**config.mk**
```make
export PLATFORM = sky130hd
export DESIGN_NAME = fat_directory_entry_match_unit
export DESIGN_NICKNAME = d
export VERILOG_FILES = /design/src/rtl/fdem_pkg.sv /design/src/rtl/fat_directory_entry_match_unit.sv
export SDC_FILE = /design/constraint.sdc
export NUM_CORES = 1
export LEC_CHECK = 0
export BUFFER_PORTS_ARGS = -buffer_cell sky130_fd_sc_hd__buf_4
export CAP_MARGIN = 20
export CORE_MARGIN = 2
export CORE_UTILIZATION = 25
export DETAILED_ROUTE_END_ITERATION = 8
export PLACE_DENSITY = 0.41
export SLEW_MARGIN = 10
export SYNTH_ARGS = -nofsm -noshare
export SYNTH_HDL_FRONTEND = slang
export SYNTH_SLANG_ARGS = --single-unit
```
**constraint.sdc**
```tcl
create_clock -name clk -period 15.5 [get_ports clk]
set_input_delay 3.1 -clock clk [delete_from_list [all_inputs] [get_ports clk]]
set_output_delay 3.1 -clock clk [all_outputs]
set_load 0.01 [all_outputs]
```
**src/rtl/fdem_pkg.sv**
```systemverilog
package fdem_pkg;

  localparam int unsigned EntryBytes = 32;
  localparam int unsigned NameBytes  = 11;
  localparam int unsigned PosW       = $clog2(EntryBytes);
  localparam int unsigned ApbDataW   = 64;
  localparam int unsigned ApbAddrW   = 4;

  localparam logic [PosW-1:0] PosFirst    = '0;
  localparam logic [PosW-1:0] PosLastName = PosW'(NameBytes - 1);
  localparam logic [PosW-1:0] PosAttr     = PosW'(NameBytes);
  localparam logic [PosW-1:0] PosClusHiLo = PosW'(20);
  localparam logic [PosW-1:0] PosClusHiHi = PosW'(21);
  localparam logic [PosW-1:0] PosClusLoLo = PosW'(26);
  localparam logic [PosW-1:0] PosClusLoHi = PosW'(27);
  localparam logic [PosW-1:0] PosSizeLo   = PosW'(28);
  localparam logic [PosW-1:0] PosLast     = PosW'(EntryBytes - 1);

  localparam logic [7:0] DeletedMark    = 8'hE5;
  localparam logic [7:0] LongNameAttr   = 8'h0F;
  localparam logic [7:0] VolumeLabelBit = 8'h08;

  // register select is paddr[3]: register i lies at byte address 8*i
  typedef enum logic {
    REG_NAME_FIRST_EIGHT = 1'b0,
    REG_NAME_LAST_THREE  = 1'b1
  } reg_sel_t;

  typedef enum logic [1:0] {
    STATUS_NO_MATCH = 2'd0,
    STATUS_MATCH    = 2'd1,
    STATUS_END      = 2'd2
  } status_t;

  // character of the sought name at entry byte pos (pos below NameBytes)
  function automatic logic [7:0] name_char(input logic [63:0] first_eight,
                                           input logic [23:0] last_three,
                                           input logic [PosW-1:0] pos);
    logic [7:0] ch;
    case (pos)
      5'd0:    ch = first_eight[7:0];
      5'd1:    ch = first_eight[15:8];
      5'd2:    ch = first_eight[23:16];
      5'd3:    ch = first_eight[31:24];
      5'd4:    ch = first_eight[39:32];
      5'd5:    ch = first_eight[47:40];
      5'd6:    ch = first_eight[55:48];
      5'd7:    ch = first_eight[63:56];
      5'd8:    ch = last_three[7:0];
      5'd9:    ch = last_three[15:8];
      5'd10:   ch = last_three[23:16];
      default: ch = 8'h00;
    endcase
    return ch;
  endfunction

endpackage

```
**src/rtl/fat_directory_entry_match_unit.sv**
```systemverilog
// FAT directory entry match unit.
// Directory bytes arrive on the input channel (in_valid/in_ready, fields scan_start
// and data_byte), one byte per transfer, and are read as 32-byte entries. Bytes 0-10
// of each entry are compared with the 8.3 name in the two APB registers (address
// 0x0: characters 0-7, address 0x8: characters 8-10). At byte 31 of each entry one
// result leaves on the output channel (out_valid/out_ready): no match, match with
// start cluster, size and attributes, or end of directory. Deleted, long-name and
// volume-label entries never match. After a match or end of directory no further
// results are given until a byte with scan_start set begins a new scan.
// Throughput is one byte per cycle; a result is presented on the cycle after byte 31
// is taken, from a single output register. While that register holds a result the
// receiver has not taken, bytes 0-30 of the next entry are still accepted; only the
// byte that would produce the next result waits for the register to drain.
// Reset clears the name registers, the byte position, the scan flags and the output
// valid flag. Configure only while no scan is in progress.
module fat_directory_entry_match_unit
  import fdem_pkg::*;
(
  input  logic                clk,
  input  logic                rst,
  input  logic                psel,
  input  logic                penable,
  input  logic                pwrite,
  input  logic [ApbAddrW-1:0] paddr,
  input  logic [ApbDataW-1:0] pwdata,
  output logic [ApbDataW-1:0] prdata,
  output logic                pready,
  input  logic                in_valid,
  output logic                in_ready,
  input  logic                scan_start,
  input  logic [7:0]          data_byte,
  output logic                out_valid,
  input  logic                out_ready,
  output logic [1:0]          status,
  output logic [31:0]         start_cluster,
  output logic [31:0]         file_size,
  output logic [7:0]          attributes
);

  logic [63:0] name_first_eight;
  logic [23:0] name_last_three;

  logic [PosW-1:0] byte_position, byte_position_next;
  logic            names_equal, names_equal_next;
  logic            entry_skipped, entry_skipped_next;
  logic            directory_ended, directory_ended_next;
  logic            scan_finished, scan_finished_next;
  logic [15:0]     cluster_high_word, cluster_high_word_next;
  logic [15:0]     cluster_low_word, cluster_low_word_next;
  logic [31:0]     size_bytes, size_bytes_next;
  logic [7:0]      attribute_byte, attribute_byte_next;

  logic            in_fire;
  logic [PosW-1:0] cur_pos;
  logic            cur_finished;
  logic            result_load;
  status_t         result_status;
  logic [31:0]     result_cluster;
  logic [31:0]     result_size;
  logic [7:0]      result_attr;
  logic            cfg_write;
  reg_sel_t        cfg_sel;

  // ---------------------------------------------------------------- config port
  assign pready    = 1'b1;
  assign cfg_sel   = reg_sel_t'(paddr[3]);
  assign cfg_write = psel && penable && pwrite && pready;

  always_ff @(posedge clk) begin
    if (rst) begin
      name_first_eight <= '0;
      name_last_three  <= '0;
    end else if (cfg_write) begin
      case (cfg_sel)
        REG_NAME_FIRST_EIGHT: name_first_eight <= pwdata;
        REG_NAME_LAST_THREE:  name_last_three  <= pwdata[23:0];
        default: ;
      endcase
    end
  end

  always_comb begin
    case (cfg_sel)
      REG_NAME_FIRST_EIGHT: prdata = name_first_eight;
      REG_NAME_LAST_THREE:  prdata = {{(ApbDataW-24){1'b0}}, name_last_three};
      default:              prdata = '0;
    endcase
  end

  // ---------------------------------------------------------------- byte scan
  assign cur_pos      = scan_start ? PosFirst : byte_position;
  assign cur_finished = scan_start ? 1'b0 : scan_finished;

  // only byte 31 can produce a result, so only that byte waits on the output
  assign in_ready = !out_valid || out_ready || (cur_pos != PosLast);
  assign in_fire  = in_valid && in_ready;

  always_comb begin
    byte_position_next     = byte_position;
    names_equal_next       = names_equal;
    entry_skipped_next     = entry_skipped;
    directory_ended_next   = directory_ended;
    scan_finished_next     = scan_finished;
    cluster_high_word_next = cluster_high_word;
    cluster_low_word_next  = cluster_low_word;
    size_bytes_next        = size_bytes;
    attribute_byte_next    = attribute_byte;
    result_load            = 1'b0;
    result_status          = STATUS_NO_MATCH;
    result_cluster         = '0;
    result_size            = '0;
    result_attr            = '0;

    if (in_fire) begin
      if (scan_start) begin
        byte_position_next   = PosFirst;
        names_equal_next     = 1'b1;
        entry_skipped_next   = 1'b0;
        directory_ended_next = 1'b0;
        scan_finished_next   = 1'b0;
      end
      if (!cur_finished) begin
        byte_position_next = cur_pos + PosW'(1);

        if (cur_pos == PosFirst) begin
          directory_ended_next = (data_byte == 8'h00);
          entry_skipped_next   = (data_byte == DeletedMark);
          names_equal_next     =
            (data_byte == name_char(name_first_eight, name_last_three, cur_pos));
        end else if (cur_pos <= PosLastName) begin
          if (data_byte != name_char(name_first_eight, name_last_three, cur_pos)) begin
            names_equal_next = 1'b0;
          end
        end else if (cur_pos == PosAttr) begin
          attribute_byte_next = data_byte;
          if (data_byte == LongNameAttr || (data_byte & VolumeLabelBit) != 8'h00) begin
            entry_skipped_next = 1'b1;
          end
        end else if (cur_pos == PosClusHiLo) begin
          cluster_high_word_next[7:0] = data_byte;
        end else if (cur_pos == PosClusHiHi) begin
          cluster_high_word_next[15:8] = data_byte;
        end else if (cur_pos == PosClusLoLo) begin
          cluster_low_word_next[7:0] = data_byte;
        end else if (cur_pos == PosClusLoHi) begin
          cluster_low_word_next[15:8] = data_byte;
        end else if (cur_pos >= PosSizeLo) begin
          size_bytes_next[{cur_pos[1:0], 3'b000} +: 8] = data_byte;
        end

        if (cur_pos == PosLast) begin
          result_load = 1'b1;
          if (directory_ended_next) begin
            result_status      = STATUS_END;
            scan_finished_next = 1'b1;
          end else if (!entry_skipped_next && names_equal_next) begin
            result_status      = STATUS_MATCH;
            result_cluster     = {cluster_high_word_next, cluster_low_word_next};
            result_size        = size_bytes_next;
            result_attr        = attribute_byte_next;
            scan_finished_next = 1'b1;
          end
        end
      end
    end
  end

  always_ff @(posedge clk) begin
    if (rst) begin
      byte_position     <= PosFirst;
      names_equal       <= 1'b1;
      entry_skipped     <= 1'b0;
      directory_ended   <= 1'b0;
      scan_finished     <= 1'b0;
      cluster_high_word <= '0;
      cluster_low_word  <= '0;
      size_bytes        <= '0;
      attribute_byte    <= '0;
    end else begin
      byte_position     <= byte_position_next;
      names_equal       <= names_equal_next;
      entry_skipped     <= entry_skipped_next;
      directory_ended   <= directory_ended_next;
      scan_finished     <= scan_finished_next;
      cluster_high_word <= cluster_high_word_next;
      cluster_low_word  <= cluster_low_word_next;
      size_bytes        <= size_bytes_next;
      attribute_byte    <= attribute_byte_next;
    end
  end

  // ---------------------------------------------------------------- result register
  always_ff @(posedge clk) begin
    if (rst) begin
      out_valid <= 1'b0;
    end else if (result_load) begin
      out_valid <= 1'b1;
    end else if (out_ready) begin
      out_valid <= 1'b0;
    end
  end

  always_ff @(posedge clk) begin
    if (result_load) begin
      status        <= result_status;
      start_cluster <= result_cluster;
      file_size     <= result_size;
      attributes    <= result_attr;
    end
  end

  // ---------------------------------------------------------------- checks
  a_last_byte_gives_result: assert property (@(posedge clk) disable iff (rst)
    (in_fire && !cur_finished && cur_pos == PosLast) |=> out_valid)
    else $error("byte 31 transfer produced no result");

  a_no_match_fields_zero: assert property (@(posedge clk) disable iff (rst)
    (out_valid && status != STATUS_MATCH) |->
      (start_cluster == 32'd0 && file_size == 32'd0 && attributes == 8'd0))
    else $error("result without match carries non-zero fields");

  a_finished_parks_position: assert property (@(posedge clk) disable iff (rst)
    scan_finished |-> (byte_position == PosFirst))
    else $error("byte position moved after scan finished");

  a_finish_needs_final_result: assert property (@(posedge clk) disable iff (rst)
    $rose(scan_finished) |-> (out_valid && status != STATUS_NO_MATCH))
    else $error("scan finished without a match or end result");

endmodule

```
After elaboration in Yosys (flattened, before gate mapping) --
Cells that the tools add are included.
Operators by class: $add $sub $neg 2, order comparisons 2, equality and inequality tests 21, shifts and indexed selects 2, muxes and demuxes 69, bitwise operators 5, reduce and logical (&&, ||, !) cells 18
Operators by type and width (count):
- 32-bit two-way mux | 8
- 16-bit two-way mux | 8
- 8-bit two-way mux | 16
- 64-bit one-hot mux with 2 select lines | 1
- 8-bit one-hot mux with 10 select lines | 1
- 32-bit bitwise mux | 1
- 8-bit by 7-bit variable shift with 32-bit output (first input constant) | 1
- 8-bit by 7-bit variable part select with 32-bit output | 1
- 1-bit two-way mux | 31
- 5-bit == test (second input constant) | 5
- 5-bit by 3-bit == test with 1-bit output (second input constant) | 4
- 5-bit by 4-bit == test with 1-bit output (second input constant) | 4
- 5-bit by 2-bit == test with 1-bit output (second input constant) | 2
- 5-bit two-way mux | 2
- 8-bit by 4-bit == test with 1-bit output (second input constant) | 1
- 8-bit == test | 1
- 8-bit == test (second input constant) | 1
- 8-bit zero test | 1
- 8-bit != test | 1
- 5-bit negator with 7-bit output | 1
- 2-bit AND reduction | 3
- 5-bit by 1-bit adder with 5-bit output (second input constant) | 1
- 5-bit by 1-bit == test with 1-bit output (second input constant) | 1
- 5-bit >= comparator (second input constant) | 1
- 12 further kinds | 22
Storage, ports and cells: register bits 244, input port bits 84, output and inout port bits 141, logic and storage cells 136

Logic depth before layout (Yosys ltp) --
depth after elaboration 18, gate-level depth with buffers 15, depth with buffers taken out 13

Worst setup path after synthesis --
OpenSTA, ideal clock, no wires.
kind input to register, start point in scan_start, end point reg attributes[1] (data pin), setup time 0.160 ns, arrival 7.769 ns, data required time 15.340 ns, path slack 7.571 ns, stages 15, buffers on the path 2, cell sequence clkinv_1 nand2_1 inv_1 ha_1 clkbuf_1 and4_1 ha_1 nand3b_1 nand2_1 a21oi_1 nand2_1 inv_1 nand2_1 clkbuf_1 a211oi_2
On the way: elaborated cells on any way between the ends 51, those cells by class order compare (1); eq/ne (14); mux (27); bitwise (3); reduce/logical (6)
RTL lines:
- start: declaration | RTL line fat_directory_entry_match_unit.sv:30 | input logic scan_start,
- 5-bit two-way mux
- 5-bit != test | RTL line fat_directory_entry_match_unit.sv:95 | assign in_ready = !out_valid || out_ready || (cur_pos != PosLast);
- 1-bit logical OR | RTL line fat_directory_entry_match_unit.sv:95
- net in_ready | RTL line fat_directory_entry_match_unit.sv:29 | output logic in_ready,
- 1-bit logical AND | RTL line fat_directory_entry_match_unit.sv:96 | assign in_fire = in_valid && in_ready;
- 1-bit NOT (no source line)
- 5-bit OR reduction (no source line)
- end signal: assignment | RTL line fat_directory_entry_match_unit.sv:208 | attributes <= result_attr;
- end: declaration | RTL line fat_directory_entry_match_unit.sv:37 | output logic [7:0] attributes
The timed path passes the listed nets, and every way through them passes these cells. The select of a mux whose other input is x is not followed. A chain may end at the register's enable or synchronous reset.

Worst setup path after layout --
start point in scan_start, end point out in_ready
On the way: word-level cells in the longest chain between the ends 3
Ends and longest elaborated chain (RTL line):
- 5-bit two-way mux
- 5-bit != test | fat_directory_entry_match_unit.sv:95
- 1-bit logical OR | fat_directory_entry_match_unit.sv:95
- end: declaration | fat_directory_entry_match_unit.sv:29
Every way passes these cells.

==> key figures <==
CTS
  – Clock Sink Count: 244
  – Root Buffer: clkbuf_16
  – CTS Buf Count: 30
  – Hold-fix buffers, CTS: 0
  – Worst-path clk slew: 60 ps
  – Clock buffer depth: 3
  – H-tree lvl count: 1
  – Cells resized by post-CTS repair: 0
  – Clk_lat worst skew: 580 ps
  – Post-CTS setup repair buffer count: 0
  – CTS tree: done

GRT
  – Gr usage total: 16.9%
  – First-pass GRT wire length: 62000 um
  – Initial antenna violation count: 1
  – Grt total ovfl: 0
  – Vias in the first global route: 9880
  – Largest net degree at the start of global routing: 101

Routing
  – Starting DRT DRC Count: 513
  – Met2 WL: 19400 um
  – Antenna-violating nets left: 0
  – Wire length on met3: 2630 um
  – Uppermost routed layer: met5
  – Drt pass-1 iters: 7
  – Met1 wire length: 18500 um
  – DR vias/cell: 4.87
  – Wirelength per Cell: 20.4 um
  – Routed Wire Length: 41600 um
  – Drc violations: 0
  – Vias: 9922

Worst setup path
  – Slowest cell delay on critical path: 370 ps
  – CP Cell Sequence: buf_4 -> clkinv_1 -> nand2_1 -> inv_1 -> ha_1 -> and4_1 -> ha_1 -> nand3b_1 -> buf_4
  – R2R Setup Slk: 10810 ps
  – Crit. End Element: output port
  – CP bufs+invs: 4
  – Worst r2r dst: file_size[7]
  – Critical Path AT: 5200 ps
  – Worst Path Required: 12400 ps
  – Crit start category: input pin
  – Critical path class: in2out
  – CP max stage cell: clkinv_1
  – CP top delay family: buffers and inverters
  – R2R depth: 12
  – Crit Path Max Fanout: 16
  – Reg2Reg Launch Point: byte_position[0]

Power
  – Switch share: 23.5%
  – Seq pwr share: 46.3%
  – Sw power: 0.337 mW
  – Int Power: 1.10 mW
  – Worst vdd ir: 0.0665 mV
  – Leak: 4.78 nW
  – Clock power frac: 48.0%
  – Gate power share: 5.7%
  – Pwr Density: 97.7 nW/um^2

Placed design
  – Port Buffers: 220
  – Placed wire-length estimate: 26900 um
  – Final Wtd Congestion: 0.767
  – Worst slack, placed: 7230 ps

Outcome
  – Status: completed

Timing
  – Fmax: 120 MHz
  – Setup ws final: 7200 ps
  – Clk_skew: 15.1 ps
  – Tightest Pin Transition: 1100 ps
  – Worst rel slew slack: 25.9%
  – Setup TNS Final: 0 ps
  – RSZ-0062 raised after global routing: no
  – Final-report max-slew violation count: 0
  – Minimum clock period: 8300 ps
  – Final period util: 53.5%
  – Endpoints failing setup: 0
  – Final hold vios: 0

Worst hold path
  – Hold path cells: 2
  – Hold EP: size_bytes[9]
  – Hold Crit Class: reg2reg
  – HP Start: size_bytes[9]

Synthesis
  – Most used DFF post-synth: dfxtp_1
  – Synth top cells by count: nand2_1, dfxtp_1, a21oi_1
  – Post-synth EDFFs: 74
  – Syn Nets: 1345
  – Share of the synthesized area in the top cell type: 29.3%
  – Synth async-reset ratio: 0%
  – Synth unique cells: 54
  – Post-synthesis sequential area ratio: 48.5%
  – Syn Inst Count: 1256
  – Most numerous cell in the Yosys netlist: nand2_1
  – Largest area contributor in the netlist: dfxtp_1
  – Synth area leaders: dfxtp_1, edfxtp_1, nand2_1
  – Syn Std Cell Area: 11600 sq um
  – Avg Synthesized Cell Area: 9.24 sq um
  – Yosys warns: 0
  – Seq cells post-synth: 244

Flow run
  – Max_cap viols: 0

Floorplan
  – Die ar.: 48100 sq um
  – Row cnt: 78
  – # IOs: 225
  – Die Ht: 219 um
  – CORE AREA: 45600 sq um
  – Starting Density: 25.5%
  – Die Width: 219 um

Cells and area
  – Area growth syn-to-layout: 26.6%
  – Fin nets: 1504
  – Fraction of layout cells with a size suffix above 1: 25.9%
-- power groups by stage --
stage | Combinational [mW] | Sequential (mW) | Clock [mW]
after floorplan | 0.0397 | 0.676 | 0
after global placement | 0.0809 | 0.678 | 0
after detailed placement | 0.0812 | 0.678 | 0
after CTS | 0.0815 | 0.665 | 0.710
after global routing | 0.0880 | 0.665 | 0.733
final | 0.0813 | 0.665 | 0.689
-- worst register-to-register path, cell delays in order, from the launching register on --
cell and delay [ps]:
dfxtp_1 320, nand2_1 150, inv_1 280, ha_1 220, buf_4 330, nand2_1 130
a211oi_2 910, a221oi_1 380, o211a_1 200, nand4_1 100, buf_4 320, buf_4 750
a211oi_2 280
-- flip-flops by register name, summed over array words and instances, names as in the netlist, 2 cells and up --
signal	cells
cluster_low_word	16
cluster_high_word	16
attributes	8
file_size	32
size_bytes	32
start_cluster	32
attribute_byte	8
byte_position	5
name_first_eight	64
status	2
name_last_three	24
-- metrics by stage --
stage / cells / util, % / hold WS, ps / cell area [sq um] / power, mW
floorplan: 1256 / - / 437 / 11600 / 0.716
global placement: 1982 / 30.1 / 443 / 13700 / 0.759
detailed placement: 1982 / 30.1 / 447 / 13700 / 0.760
CTS: 2034 / 32.2 / 456 / 14700 / 1.46
global route: 2035 / 32.2 / 470 / 14700 / 1.49
finish: 2036 / 32.2 / 453 / 14700 / 1.43
-- logic make-up after synthesis --
| family | Yosys count | share of synthesized area (%) |
|---|---|---|
| AOI/OAI and AO/OA | 310 | 19.7 |
| DFF | 244 | 48.5 |
| muxes | 84 | 7.51 |
| adders and majority gates | 5 | 0.539 |
| xor gates and xnor gates | 13 | 0.981 |
| other | 1 | 0.0323 |
| buffers and inverters | 123 | 4.38 |
| and+or+nand+nor | 476 | 18.4 |
-- worst max path at each step --
stage / startpoint / to / slack, ps / cells past startpoint
final: scan_start / in_ready / 7200 / 9
after global placement: scan_start / in_ready / 7260 / 9
after detailed placement: scan_start / in_ready / 7230 / 9
after global routing: scan_start / in_ready / 7030 / 9
after floorplan: scan_start / attributes[1] / 7570 / 15
after CTS: scan_start / in_ready / 7240 / 9
-- final cells by class --
type	instances	area (sq um)
antenna	1	2.50
clock buffer	42	806
timing repair buffer	241	1830
tap	600	751
inverter	9	33.8
multi-input combinational	889	5500
fill	4841	30900
clock inverter	10	136
sequential	244	5630
-- metal layers --
metal	track usage [%]	vias up
met5	0	-
met4	4.44	2
met3	3.60	60
met2	27.5	276
met1	22.5	4767
li1	-	4817
-- cell usage in the layout, fill, tap and decap left out, drive strengths merged, types with 3 or more instances in the layout --
cell type    n
a211oi      54
a21oi      147
a221oi      25
a222oi      14
a22oi       27
and2         6
and3         3
buf        241
bufinv       3
clkbuf      42
clkinv       7
dfxtp      170
edfxtp      74
ha           5
inv          8
mux2        24
mux2i       60
nand2      260
nand2b       3
nand3       49
nand3b       5
nand4       12
nand4b       3
nor2        66
nor2b       44
nor3         8
nor4         5
o21ai       24
o22ai        3
o31ai        3
or3          3
or4          4
xnor2       12
Note: power is estimated with default switching activity, not from simulation.
